==> src/sv/msss_pkg.sv <==
// Package for the magnitude rise sorted store.
// Holds the default sizes, the transaction mode codes, the cell operation codes
// and the control state encoding. No dependencies.
package msss_pkg;

    // Default sizes handed to the top level parameters.
    localparam int CAPACITY_DEF    = 64;
    localparam int SAMPLE_BITS_DEF = 16;

    // Mode codes carried by an input transaction.
    typedef enum logic [1:0] {
        MODE_SAMPLE = 2'd0,
        MODE_CLEAR  = 2'd1,
        MODE_READ   = 2'd2,
        MODE_NONE   = 2'd3
    } t_mode;

    // Operation broadcast to every cell of the row in a cycle.
    typedef enum logic [1:0] {
        CELL_HOLD   = 2'd0,
        CELL_INSERT = 2'd1,
        CELL_ROTATE = 2'd2
    } t_cell_op;

    // Control state, one-hot.
    typedef enum logic [1:0] {
        ST_IDLE = 2'b01,
        ST_READ = 2'b10
    } t_state;

endpackage

==> src/sv/msss_chan_if.sv <==
// Channel interfaces of the magnitude rise sorted store.
// Each carries valid, ready and the payload; depends on msss_pkg for defaults.
interface msss_in_if import msss_pkg::*; #(
    parameter int SAMPLE_BITS = SAMPLE_BITS_DEF
);
    logic                          valid;
    logic                          ready;
    logic [1:0]                    mode;
    logic signed [SAMPLE_BITS-1:0] sample;

    modport source (output valid, output mode, output sample, input ready);
    modport sink   (input valid, input mode, input sample, output ready);
endinterface

interface msss_out_if import msss_pkg::*; #(
    parameter int SAMPLE_BITS = SAMPLE_BITS_DEF,
    parameter int COUNT_BITS  = $clog2(CAPACITY_DEF + 1)
);
    logic                          valid;
    logic                          ready;
    logic signed [SAMPLE_BITS-1:0] entry_value;
    logic                          entry_valid;
    logic                          accepted;
    logic                          overflow;
    logic [COUNT_BITS-1:0]         entry_count;
    logic signed [SAMPLE_BITS-1:0] minimum;
    logic                          last;

    modport source (output valid, output entry_value, output entry_valid,
                    output accepted, output overflow, output entry_count,
                    output minimum, output last, input ready);
    modport sink   (input valid, input entry_value, input entry_valid,
                    input accepted, input overflow, input entry_count,
                    input minimum, input last, output ready);
endinterface

==> src/sv/magnitude_rise_sorted_store_core.sv <==
// Magnitude rise sorted store. A sample transaction whose magnitude strictly
// exceeds that of the previous sample is inserted, in ascending order, into a row
// of CAPACITY cells while one is free; every cell compares against the broadcast
// sample and shifts up in the same cycle, so a sample, clear or unused-mode
// transaction may be accepted every cycle while the result register drains.
// A readout transaction yields one result per stored entry (or a single invalid
// result when empty) and holds off the input meanwhile: the row rotates one
// place towards its head per result through the single output register, and after
// the last entry the row is back in its original order. There is no clearing pass.
// Depends on msss_pkg, msss_chan_if and msss_cell.
module magnitude_rise_sorted_store_core import msss_pkg::*; #(
    parameter int CAPACITY    = CAPACITY_DEF,
    parameter int SAMPLE_BITS = SAMPLE_BITS_DEF
) (
    input  logic       i_clk,
    input  logic       i_rst_n,
    msss_in_if.sink    i_in,
    msss_out_if.source o_out
);

    localparam int CNT_W = $clog2(CAPACITY + 1);
    localparam logic signed [SAMPLE_BITS-1:0] MIN_EMPTY = {1'b0, {(SAMPLE_BITS-1){1'b1}}};

    // Control and scalar state.
    t_state                        r_state, n_state;
    logic [CNT_W-1:0]              r_count, n_count;
    logic [CNT_W-1:0]              r_left, n_left;
    logic signed [SAMPLE_BITS-1:0] r_min, n_min;
    logic [SAMPLE_BITS-1:0]        r_prev, n_prev;
    logic                          r_have_prev, n_have_prev;

    // Result register.
    logic                          r_ovalid;
    logic signed [SAMPLE_BITS-1:0] r_oentry_value, n_oentry_value;
    logic                          r_oentry_valid, n_oentry_valid;
    logic                          r_oaccepted, n_oaccepted;
    logic                          r_ooverflow, n_ooverflow;
    logic [CNT_W-1:0]              r_ocount, n_ocount;
    logic signed [SAMPLE_BITS-1:0] r_omin, n_omin;
    logic                          r_olast, n_olast;

    logic                          w_slot_free;
    logic                          w_accept;
    logic                          w_produce;
    t_cell_op                      w_op;
    logic [SAMPLE_BITS-1:0]        w_mag;
    logic signed [SAMPLE_BITS-1:0] w_value [CAPACITY];
    logic                          w_ge    [CAPACITY];

    assign w_slot_free = !r_ovalid || o_out.ready;
    assign i_in.ready  = (r_state == ST_IDLE) && w_slot_free;
    assign w_accept    = i_in.valid && i_in.ready;

    // Unsigned magnitude; the most negative value keeps its full size.
    assign w_mag = i_in.sample[SAMPLE_BITS-1] ? (~i_in.sample + 1'b1) : i_in.sample;

    // Row of cells.
    for (genvar g = 0; g < CAPACITY; g++) begin : g_cell
        logic signed [SAMPLE_BITS-1:0] w_left_value;
        logic                          w_left_ge;
        logic signed [SAMPLE_BITS-1:0] w_right_value;

        if (g == 0) begin : g_first
            assign w_left_value = i_in.sample;
            assign w_left_ge    = 1'b0;
        end else begin : g_inner
            assign w_left_value = w_value[g-1];
            assign w_left_ge    = w_ge[g-1];
        end

        if (g == CAPACITY - 1) begin : g_end
            assign w_right_value = w_value[0];
        end else begin : g_mid
            assign w_right_value = w_value[g+1];
        end

        msss_cell #(
            .SAMPLE_BITS (SAMPLE_BITS),
            .CNT_W       (CNT_W),
            .IDX         (g)
        ) u_cell (
            .i_clk         (i_clk),
            .i_op          (w_op),
            .i_count       (r_count),
            .i_sample      (i_in.sample),
            .i_left_value  (w_left_value),
            .i_left_ge     (w_left_ge),
            .i_right_value (w_right_value),
            .i_head_value  (w_value[0]),
            .o_value       (w_value[g]),
            .o_ge          (w_ge[g])
        );
    end

    // Transaction decoding and result formation.
    always_comb begin
        n_state        = r_state;
        n_count        = r_count;
        n_left         = r_left;
        n_min          = r_min;
        n_prev         = r_prev;
        n_have_prev    = r_have_prev;
        w_op           = CELL_HOLD;
        w_produce      = 1'b0;
        n_oentry_value = '0;
        n_oentry_valid = 1'b0;
        n_oaccepted    = 1'b0;
        n_ooverflow    = 1'b0;
        n_ocount       = r_count;
        n_omin         = (r_count == '0) ? '0 : r_min;
        n_olast        = 1'b1;

        if (w_accept) begin
            w_produce = 1'b1;
            case (t_mode'(i_in.mode))
                MODE_SAMPLE: begin
                    if (r_have_prev && (w_mag > r_prev)) begin
                        if (r_count < CNT_W'(CAPACITY)) begin
                            w_op        = CELL_INSERT;
                            n_count     = r_count + 1'b1;
                            n_oaccepted = 1'b1;
                            if (i_in.sample < r_min) begin
                                n_min = i_in.sample;
                            end
                        end else begin
                            n_ooverflow = 1'b1;
                        end
                    end
                    n_prev      = w_mag;
                    n_have_prev = 1'b1;
                    n_ocount    = n_count;
                    n_omin      = (n_count == '0) ? '0 : n_min;
                end
                MODE_CLEAR: begin
                    n_count     = '0;
                    n_min       = MIN_EMPTY;
                    n_prev      = '0;
                    n_have_prev = 1'b0;
                    n_ocount    = '0;
                    n_omin      = '0;
                end
                MODE_READ: begin
                    if (r_count != '0) begin
                        w_op           = CELL_ROTATE;
                        n_oentry_value = w_value[0];
                        n_oentry_valid = 1'b1;
                        n_olast        = r_count == CNT_W'(1);
                        if (r_count != CNT_W'(1)) begin
                            n_state = ST_READ;
                            n_left  = r_count - 1'b1;
                        end
                    end
                end
                default: begin
                    n_state = r_state;
                end
            endcase
        end else if ((r_state == ST_READ) && w_slot_free) begin
            // Remaining entries of a readout, one per free result slot.
            w_produce      = 1'b1;
            w_op           = CELL_ROTATE;
            n_oentry_value = w_value[0];
            n_oentry_valid = 1'b1;
            n_olast        = r_left == CNT_W'(1);
            n_left         = r_left - 1'b1;
            if (r_left == CNT_W'(1)) begin
                n_state = ST_IDLE;
            end
        end
    end

    // Control registers.
    always_ff @(posedge i_clk) begin
        if (!i_rst_n) begin
            r_state     <= ST_IDLE;
            r_count     <= '0;
            r_left      <= '0;
            r_min       <= MIN_EMPTY;
            r_prev      <= '0;
            r_have_prev <= 1'b0;
            r_ovalid    <= 1'b0;
        end else begin
            r_state     <= n_state;
            r_count     <= n_count;
            r_left      <= n_left;
            r_min       <= n_min;
            r_prev      <= n_prev;
            r_have_prev <= n_have_prev;
            if (w_produce) begin
                r_ovalid <= 1'b1;
            end else if (o_out.ready) begin
                r_ovalid <= 1'b0;
            end
        end
    end

    // Result payload register.
    always_ff @(posedge i_clk) begin
        if (w_produce) begin
            r_oentry_value <= n_oentry_value;
            r_oentry_valid <= n_oentry_valid;
            r_oaccepted    <= n_oaccepted;
            r_ooverflow    <= n_ooverflow;
            r_ocount       <= n_ocount;
            r_omin         <= n_omin;
            r_olast        <= n_olast;
        end
    end

    assign o_out.valid       = r_ovalid;
    assign o_out.entry_value = r_oentry_value;
    assign o_out.entry_valid = r_oentry_valid;
    assign o_out.accepted    = r_oaccepted;
    assign o_out.overflow    = r_ooverflow;
    assign o_out.entry_count = r_ocount;
    assign o_out.minimum     = r_omin;
    assign o_out.last        = r_olast;

endmodule

==> src/sv/msss_cell.sv <==
// One cell of the sorted row: holds a single stored value.
// Depends on msss_pkg for the cell operation codes.
module msss_cell import msss_pkg::*; #(
    parameter int SAMPLE_BITS = SAMPLE_BITS_DEF,
    parameter int CNT_W       = $clog2(CAPACITY_DEF + 1),
    parameter int IDX         = 0
) (
    input  logic                          i_clk,
    input  t_cell_op                      i_op,
    input  logic [CNT_W-1:0]              i_count,
    input  logic signed [SAMPLE_BITS-1:0] i_sample,
    input  logic signed [SAMPLE_BITS-1:0] i_left_value,
    input  logic                          i_left_ge,
    input  logic signed [SAMPLE_BITS-1:0] i_right_value,
    input  logic signed [SAMPLE_BITS-1:0] i_head_value,
    output logic signed [SAMPLE_BITS-1:0] o_value,
    output logic                          o_ge
);

    logic signed [SAMPLE_BITS-1:0] r_value;
    logic signed [SAMPLE_BITS-1:0] n_value;
    logic                          w_occupied;
    logic                          w_tail;

    // Occupancy and tail position follow from the entry count.
    assign w_occupied = CNT_W'(IDX) < i_count;
    assign w_tail     = i_count == CNT_W'(IDX + 1);

    // A free cell or one holding a value not below the sample marks the
    // insertion point; equal entries therefore move up behind the new one.
    assign o_ge = !w_occupied || (r_value >= i_sample);

    // Next value: shift up on insert, rotate towards the head on readout.
    always_comb begin
        n_value = r_value;
        case (i_op)
            CELL_INSERT: begin
                if (i_left_ge) begin
                    n_value = i_left_value;
                end else if (o_ge) begin
                    n_value = i_sample;
                end
            end
            CELL_ROTATE: begin
                n_value = w_tail ? i_head_value : i_right_value;
            end
            default: begin
                n_value = r_value;
            end
        endcase
    end

    always_ff @(posedge i_clk) begin
        r_value <= n_value;
    end

    assign o_value = r_value;

endmodule

==> src/flat_wrapper.sv <==
// flat-port wrapper written by rule: the top's interface ports become plain ports
module magnitude_rise_sorted_store_core_flat import msss_pkg::*;
#(
    parameter int CAPACITY    = CAPACITY_DEF,
    parameter int SAMPLE_BITS = SAMPLE_BITS_DEF
)
  (i_clk, i_rst_n, i_in_valid, i_in_mode, i_in_sample, i_in_ready, o_out_valid, o_out_entry_value, o_out_entry_valid, o_out_accepted, o_out_overflow, o_out_entry_count, o_out_minimum, o_out_last, o_out_ready);
  msss_in_if #(.SAMPLE_BITS(SAMPLE_BITS)) i_in_i ();
  msss_out_if #(.SAMPLE_BITS(SAMPLE_BITS), .COUNT_BITS($clog2((CAPACITY_DEF) + 1))) o_out_i ();
  input  logic i_clk;
  input  logic i_rst_n;
  input wire logic [$bits(i_in_i.valid)-1:0] i_in_valid;
  input wire logic [$bits(i_in_i.mode)-1:0] i_in_mode;
  input wire logic [$bits(i_in_i.sample)-1:0] i_in_sample;
  output wire logic [$bits(i_in_i.ready)-1:0] i_in_ready;
  output wire logic [$bits(o_out_i.valid)-1:0] o_out_valid;
  output wire logic [$bits(o_out_i.entry_value)-1:0] o_out_entry_value;
  output wire logic [$bits(o_out_i.entry_valid)-1:0] o_out_entry_valid;
  output wire logic [$bits(o_out_i.accepted)-1:0] o_out_accepted;
  output wire logic [$bits(o_out_i.overflow)-1:0] o_out_overflow;
  output wire logic [$bits(o_out_i.entry_count)-1:0] o_out_entry_count;
  output wire logic [$bits(o_out_i.minimum)-1:0] o_out_minimum;
  output wire logic [$bits(o_out_i.last)-1:0] o_out_last;
  input wire logic [$bits(o_out_i.ready)-1:0] o_out_ready;
  assign i_in_i.valid = i_in_valid;
  assign i_in_i.mode = i_in_mode;
  assign i_in_i.sample = i_in_sample;
  assign i_in_ready = i_in_i.ready;
  assign o_out_valid = o_out_i.valid;
  assign o_out_entry_value = o_out_i.entry_value;
  assign o_out_entry_valid = o_out_i.entry_valid;
  assign o_out_accepted = o_out_i.accepted;
  assign o_out_overflow = o_out_i.overflow;
  assign o_out_entry_count = o_out_i.entry_count;
  assign o_out_minimum = o_out_i.minimum;
  assign o_out_last = o_out_i.last;
  assign o_out_i.ready = o_out_ready;
  magnitude_rise_sorted_store_core #(.CAPACITY(CAPACITY), .SAMPLE_BITS(SAMPLE_BITS)) u_core (.i_clk(i_clk), .i_rst_n(i_rst_n), .i_in(i_in_i), .o_out(o_out_i));
endmodule
==> config.mk <==
export PLATFORM = sky130hd
export DESIGN_NAME = magnitude_rise_sorted_store_core_flat
export DESIGN_NICKNAME = d
export VERILOG_FILES = /design/src/sv/msss_pkg.sv /design/src/sv/msss_chan_if.sv /design/src/sv/magnitude_rise_sorted_store_core.sv /design/src/sv/msss_cell.sv /design/src/flat_wrapper.sv
export SDC_FILE = /design/constraint.sdc
export NUM_CORES = 2
export LEC_CHECK = 0
export BUFFER_PORTS_ARGS = -buffer_cell sky130_fd_sc_hd__buf_2
export CORE_MARGIN = 2
export CORE_UTILIZATION = 45
export CTS_CLUSTER_SIZE = 24
export DETAILED_ROUTE_END_ITERATION = 8
export RECOVER_POWER = 25
export SYNTH_ARGS = -nofsm -noshare
export SYNTH_HDL_FRONTEND = slang
export SYNTH_SLANG_ARGS = --single-unit
==> constraint.sdc <==
create_clock -name i_clk -period 10.9 [get_ports i_clk]
set_clock_uncertainty 0.1 [all_clocks]
set_input_delay 1.09 -clock i_clk [delete_from_list [all_inputs] [get_ports i_clk]]
set_output_delay 1.09 -clock i_clk [all_outputs]
set_load 0.05 [all_outputs]
After elaboration in Yosys (flattened, before gate mapping)
Cells that the tools add are included.
- div/mod/pow operators: 0
- mux-type cells: 305
- equality and inequality tests: 139
- reductions and logical operators: 211
- add/subtract/negate cells: 4
- shift-type cells: 0
- multiply operators: 0
- order comparisons: 131
- bitwise gates (word level): 1
- operators with widths (kind ; number):
    16-bit two-way mux ; 201
    16-bit one-hot mux with 2 select lines ; 67
    16-bit greater-or-equal comparator ; 64
    7-bit by 6-bit == test with 1-bit output (second input constant) ; 32
    6-bit by 7-bit less-than comparator with 1-bit output (first input constant) ; 32
    3-bit inequality test (second input constant) ; 63
    2-bit AND reduction ; 64
    7-bit by 5-bit == test with 1-bit output (second input constant) ; 16
    5-bit by 7-bit less-than comparator with 1-bit output (first input constant) ; 16
    7-bit two-way mux ; 10
    1-bit logical NOT ; 65
    1-bit logical OR ; 65
    7-bit by 4-bit == test with 1-bit output (second input constant) ; 8
    4-bit by 7-bit less-than comparator with 1-bit output (first input constant) ; 8
    7-bit by 3-bit == test with 1-bit output (second input constant) ; 4
    3-bit by 7-bit less-than comparator with 1-bit output (first input constant) ; 4
    2-bit two-way mux ; 10
    16-bit by 1-bit adder with 16-bit output (second input constant) ; 1
    16-bit greater-than comparator ; 1
    16-bit less-than comparator ; 1
    16-bit inverter ; 1
    7-bit by 1-bit == test with 1-bit output (second input constant) ; 2
    7-bit by 2-bit == test with 1-bit output (second input constant) ; 2
    7-bit logical NOT ; 2
    other kinds (20) ; 52
- memories: 0
- bits of input ports: 22
- RAM bits: 0
- output and inout bits: 45
- bits in latches: 0
- logic and storage cells: 869
- flip-flop bits (word level): 1117
- bits in read-only memories: 0

Depth between registers and ports, before layout
- word-level depth: 12
- mapped depth: 24
- gate-level depth less buffers: 19

Least setup slack after synthesis
Ideal clock, no wire load.
- path kind: in2reg
- from: in i_in_sample[1]
- to: reg u_core.g_cell[63].u_cell.r_value[0] (enable)
- path slack: 2.613 ns
- setup time: 0.399 ns
- cell stages on the path: 22
- required time: 10.401 ns
- data arrival time: 7.788 ns
- cells stage by stage: inv_1 -> ha_1 -> or3b_2 -> or4_1 -> nand2b_1 -> o21ai_0 -> xnor2_1 -> ha_1 -> a21oi_1 -> nand2_1 -> a21o_1 -> o41ai_4 -> nor3_2 -> inv_1 -> ha_1 -> buf_2 -> buf_2 -> buf_2 -> clkbuf_1 -> nor2_1 -> clkbuf_1 -> a41oi_1
- word-level cells in the longest chain between the ends: 11
- RTL lines (element ; RTL line ; text):
    start: declaration ; flat_wrapper.sv:14 ; input wire logic [$bits(i_in_i.sample)-1:0] i_in_sample;
    16-bit inverter ; magnitude_rise_sorted_store_core.sv:55 ; assign w_mag = i_in.sample[SAMPLE_BITS-1] ? (~i_in.sample + 1'b1) : i_in.sample;
    16-bit by 1-bit adder with 16-bit output ; magnitude_rise_sorted_store_core.sv:55 ;
    16-bit two-way mux ; magnitude_rise_sorted_store_core.sv:55 ;
    16-bit greater-than comparator ; magnitude_rise_sorted_store_core.sv:117 ; if (r_have_prev && (w_mag > r_prev)) begin
    1-bit logical AND ; magnitude_rise_sorted_store_core.sv:117 ;
    2-bit two-way mux ; magnitude_rise_sorted_store_core.sv:117 ;
    2-bit one-hot mux with 2 select lines ; magnitude_rise_sorted_store_core.sv:115 ; case (t_mode'(i_in.mode))
    2-bit two-way mux ; magnitude_rise_sorted_store_core.sv:113 ; if (w_accept) begin
    2-bit by 1-bit == test with 1-bit output / 2-bit == test (equally long branches) ; msss_cell.sv:36 ; case (i_op)
    3-bit inequality test (no line) / 2-bit nonzero test (equally long branches) ; - ;
    2-bit AND reduction (no line) * ; - ;
    end signal: assignment ; msss_cell.sv:54 ; r_value <= n_value;
    end: declaration ; msss_cell.sv:20 ; logic signed [SAMPLE_BITS-1:0] r_value;
Mark *: on every way between the ends. The rest lies on a longest branch, timed or not.
A chain may end at the register's enable or synchronous reset.

Worst setup path after layout
- from: in i_in_sample[0]
- to: reg u_core.r_omin[0] (netlist: u_core.o_out.minimum[0]) (data pin)
- word-level cells in the longest chain between the ends: 12
- RTL lines (element ; RTL line ; text):
    16-bit inverter ; magnitude_rise_sorted_store_core.sv:55 ;
    16-bit by 1-bit adder with 16-bit output ; magnitude_rise_sorted_store_core.sv:55 ;
    16-bit two-way mux ; magnitude_rise_sorted_store_core.sv:55 ;
    16-bit greater-than comparator ; magnitude_rise_sorted_store_core.sv:117 ;
    1-bit logical AND ; magnitude_rise_sorted_store_core.sv:117 ;
    7-bit two-way mux ; magnitude_rise_sorted_store_core.sv:117 ;
    7-bit two-way mux ; magnitude_rise_sorted_store_core.sv:115 ;
    7-bit two-way mux ; magnitude_rise_sorted_store_core.sv:113 ;
    7-bit logical NOT ; magnitude_rise_sorted_store_core.sv:132 ; n_omin = (n_count == '0) ? '0 : n_min;
    16-bit two-way mux * ; magnitude_rise_sorted_store_core.sv:132 ;
    16-bit one-hot mux with 2 select lines * ; magnitude_rise_sorted_store_core.sv:115 ;
    16-bit two-way mux * ; magnitude_rise_sorted_store_core.sv:113 ;
    named net u_core.n_omin[0] ; magnitude_rise_sorted_store_core.sv:39 ; logic signed [SAMPLE_BITS-1:0] r_omin, n_omin;
    end signal: assignment ; magnitude_rise_sorted_store_core.sv:205 ; r_omin <= n_omin;
    end: declaration ; magnitude_rise_sorted_store_core.sv:39 ;
The timed path passes the listed nets; every way through them passes the cells marked *. The select of a mux whose other input is x is not followed.

==> flow_metrics.tcl <==
set metrics [dict create \
    status "finished with violations" \
    cp_top_family "compound AO/OA/AOI/OAI gates" \
    synth_top_area_share 0.340 \
    cap_violations 7 \
    grt_use_total 0.385 \
    overflow 0 \
    cp_slowest_stage_delay_ns 2.54 \
    ant_nets 0 \
    ys_seq_elements 1117 \
    worst_skew_pair.late_latency_ns 0.85 \
    first_pass_iters 7 \
    async_flop_share 0 \
    cts-root-buf "clkbuf_16" \
    multi_input_area_um2 56700 \
    row_count 168 \
    synth_area_leaders "edfxtp_1, ha_1, mux2i_1" \
    synth_area_leader_cell "edfxtp_1" \
    dp_hpwl_mm 278 \
    antenna_found_initial 21 \
    hold_path_depth 1 \
    irDropWorstVdd_uv 116 \
    tritoncts "yes" \
    critical_path.max_fanout 16 \
    required_ns 11.22 \
    clock-sinks 1117 \
    synth_edf_count 1067 \
    reg2reg_slack_ns 3.25 \
    ys_top_cells_by_count "edfxtp_1, ha_1, nand2_1" \
    synth_warnings 0 \
    min_to "u_core.r_min[12]$_SDFFE_PN1P_" \
    ctsResizeCount 0 \
    min_path_type "reg -> reg" \
    cp_num_cells 17 \
    regArea_um2 33000 \
    ys.flop_type "edfxtp_1" \
    place_congestion 1.00 \
    clockBufferDepth 3 \
    pin_count 67 \
    dpl.cell_count 12000 \
    viasPerCell 7.40 \
    postCtsSetupBuffers 0 \
    tightest_slew_ns 3.21 \
    grt_pass1_vias 84700 \
    wl_per_cell_um 34.7 \
    hold_viol_final 0 \
    syn_inst 9717 \
    r2r-end "u_core.g_cell[17].u_cell.o_value[6]$_DFFE_PP_" \
    post-route-drc-count 0 \
    setup_slack_ns 1.76 \
    syn-num-nets 10800 \
    grt_pass1_wl_mm 603 \
    slowest_stage "o41ai_1" \
    critPathCaptureType "flop" \
    fillers 19300 \
    ctsHoldBuffers 0 \
    power_density_nw_per_um2 105 \
    min_period_ns 9.14 \
    relSlewSlack -1.17 \
    syn_avg_cell_area_um2 9.70 \
    vias 91000 \
    rsz0062_at_grt "no" \
    die_w_um 462 \
    synth.distinct_cells 98 \
    crit_type "in -> reg" \
    nNetsFinal 10400 \
    arrival_ns 9.46 \
    power.total_mw 10.6 \
    max_freq_mhz 109 \
    synth.yosys.seq_area_share 0.350 \
    drive_above_1_share 0.0790 \
    die_area_um2 213000 \
    initial_core_util 0.451 \
    cp_cell_sequence "buf_4 -> inv_1 -> clkbuf_1 -> ha_1 -> or3b_2 -> or4_1 -> nand2b_1 -> o21ai_0 -> xnor2_1 -> ha_1 -> a21oi_1 -> nand2_1 -> a21o_1 -> o41ai_1 -> mux2i_1 -> o41ai_1 -> o22ai_1" \
    pre_cts_ws_ns 2.51 \
    setup_violations 0 \
    cts-htree-levels 4 \
    drv_slew 122 \
    syn2layout_area_growth_pct 7.68 \
    violations "max-capacitance violations, max-slew violations" \
    drt_iter0_markers 15100 \
    drt-total-wl_mm 426 \
    stdcell_count 12300 \
    netlist_area_um2 94300 \
    min_from "u_core.r_min[12]$_SDFFE_PN1P_" \
    min_period_over_period 0.839 \
    core_area_um2 209000 \
    fin_setup_tns_ns 0 \
    clk_pin_slew_ns 0.07 \
    numPortBuffers 66 \
    reg2reg_depth 13 \
    cts_buffers 140 \
    crit_buf_inv 3 \
    grt_start_max_net_pins 233 \
    rr_startpoint "u_core.r_count[3]$_SDFF_PN0_" \
    start_kind "input pin" \
    leakagePower_nw 38.7 \
    die_y_um 462 \
]
## layout make-up
cell class,count,area share
sequential,1117,0.325
timing repair buffer,383,0.0259
antenna,30,0.000739
clock buffer,180,0.0375
multi-input combinational,7390,0.559
inverter,311,0.0122
tap,2805,0.0346
clock inverter,67,0.00484
## worst max path at each step
stage / start / endpoint / slack [ns]
after global routing: i_in_sample[0] / u_core.o_out.minimum[0]$_DFFE_PP_ / 1.48
after floorplan: i_in_sample[1] / u_core.g_cell[63].u_cell.o_value[0]$_DFFE_PP_ / 2.61
after global placement: i_in_sample[0] / u_core.g_cell[8].u_cell.o_value[11]$_DFFE_PP_ / 2.57
after detailed placement: i_in_sample[0] / u_core.g_cell[1].u_cell.o_value[2]$_DFFE_PP_ / 2.51
after CTS: i_in_sample[0] / u_core.g_cell[1].u_cell.o_value[9]$_DFFE_PP_ / 3.39
final: i_in_sample[0] / u_core.o_out.minimum[0]$_DFFE_PP_ / 1.76
## cells by family after synthesis
kind of cell               after synthesis  synth area share
DFF                                   1117             0.350
buffers and inverters                 1210            0.0509
adders and majority gates             1067             0.142
muxes                                  808            0.0865
and+or+nand+nor                       2175             0.113
AOI/OAI and AO/OA                     3322             0.256
xor gates and xnor gates                18           0.00167
## placed cells by master (no fill, tap or decap), types with 66 or more instances in the layout
master | Yosys | final
edfxtp_1 | 1067 | 1067
nand2_1 | 837 | 837
a21o_1 | 259 | 259
o221ai_1 | 655 | 655
o31ai_1 | 76 | 75
o2111ai_1 | 118 | 118
clkbuf_1 | 735 | 112
or2_2 | 67 | 66
clkbuf_16 | 0 | 146
a21oi_1 | 348 | 348
mux2i_1 | 769 | 769
inv_1 | 308 | 289
nand3_1 | 164 | 164
a31oi_1 | 133 | 133
o211ai_1 | 443 | 443
a22oi_1 | 66 | 66
nor2b_1 | 157 | 157
buf_4 | 22 | 273
nand4_1 | 264 | 264
ha_1 | 1067 | 1065
o21a_1 | 142 | 142
o311ai_0 | 157 | 157
o21ai_0 | 554 | 553
nor2_1 | 378 | 341
## report_power, final
group | switching [mW] | internal, mW
Combinational | 0.859 | 0.334
Clock | 2.06 | 2.60
Sequential | 0.0472 | 4.71
## sequential cells by signal, indices dropped and copies added, names as in the netlist
name	cells
u_core.g_cell.u_cell.o_value	1024
u_core.o_out.entry_value	16
u_core.o_out.minimum	16
u_core.r_min	16
u_core.r_prev	16
u_core.o_out.entry_count	7
u_core.r_count	7
u_core.r_left	7
u_core.r_state	2
u_core.o_out.accepted	1
u_core.o_out.entry_valid	1
u_core.o_out.last	1
u_core.o_out.overflow	1
u_core.o_out.valid	1
u_core.r_have_prev	1
## layer usage
| metal | global-route usage | part of all wire | wire, um |
|---|---|---|---|
| met1 | 0.514 | 0.39 | 168000 |
| met2 | 0.543 | 0.40 | 172000 |
| met3 | 0.117 | 0.13 | 56500 |
| met4 | 0.231 | 0.069 | 29400 |
| met5 | 0 | 0.00045 | 192 |
## through the flow
step	utilization	hold slack (ns)	cell area [um2]
final	0.486	0.396	102000
after global routing	0.486	0.413	101000
after CTS	0.487	0.391	102000
after detailed placement	0.466	0.376	97400
after global placement	0.466	0.371	97400
after floorplan	-	0.350	94300
No activity file was read; power rests on OpenSTA's default activity.
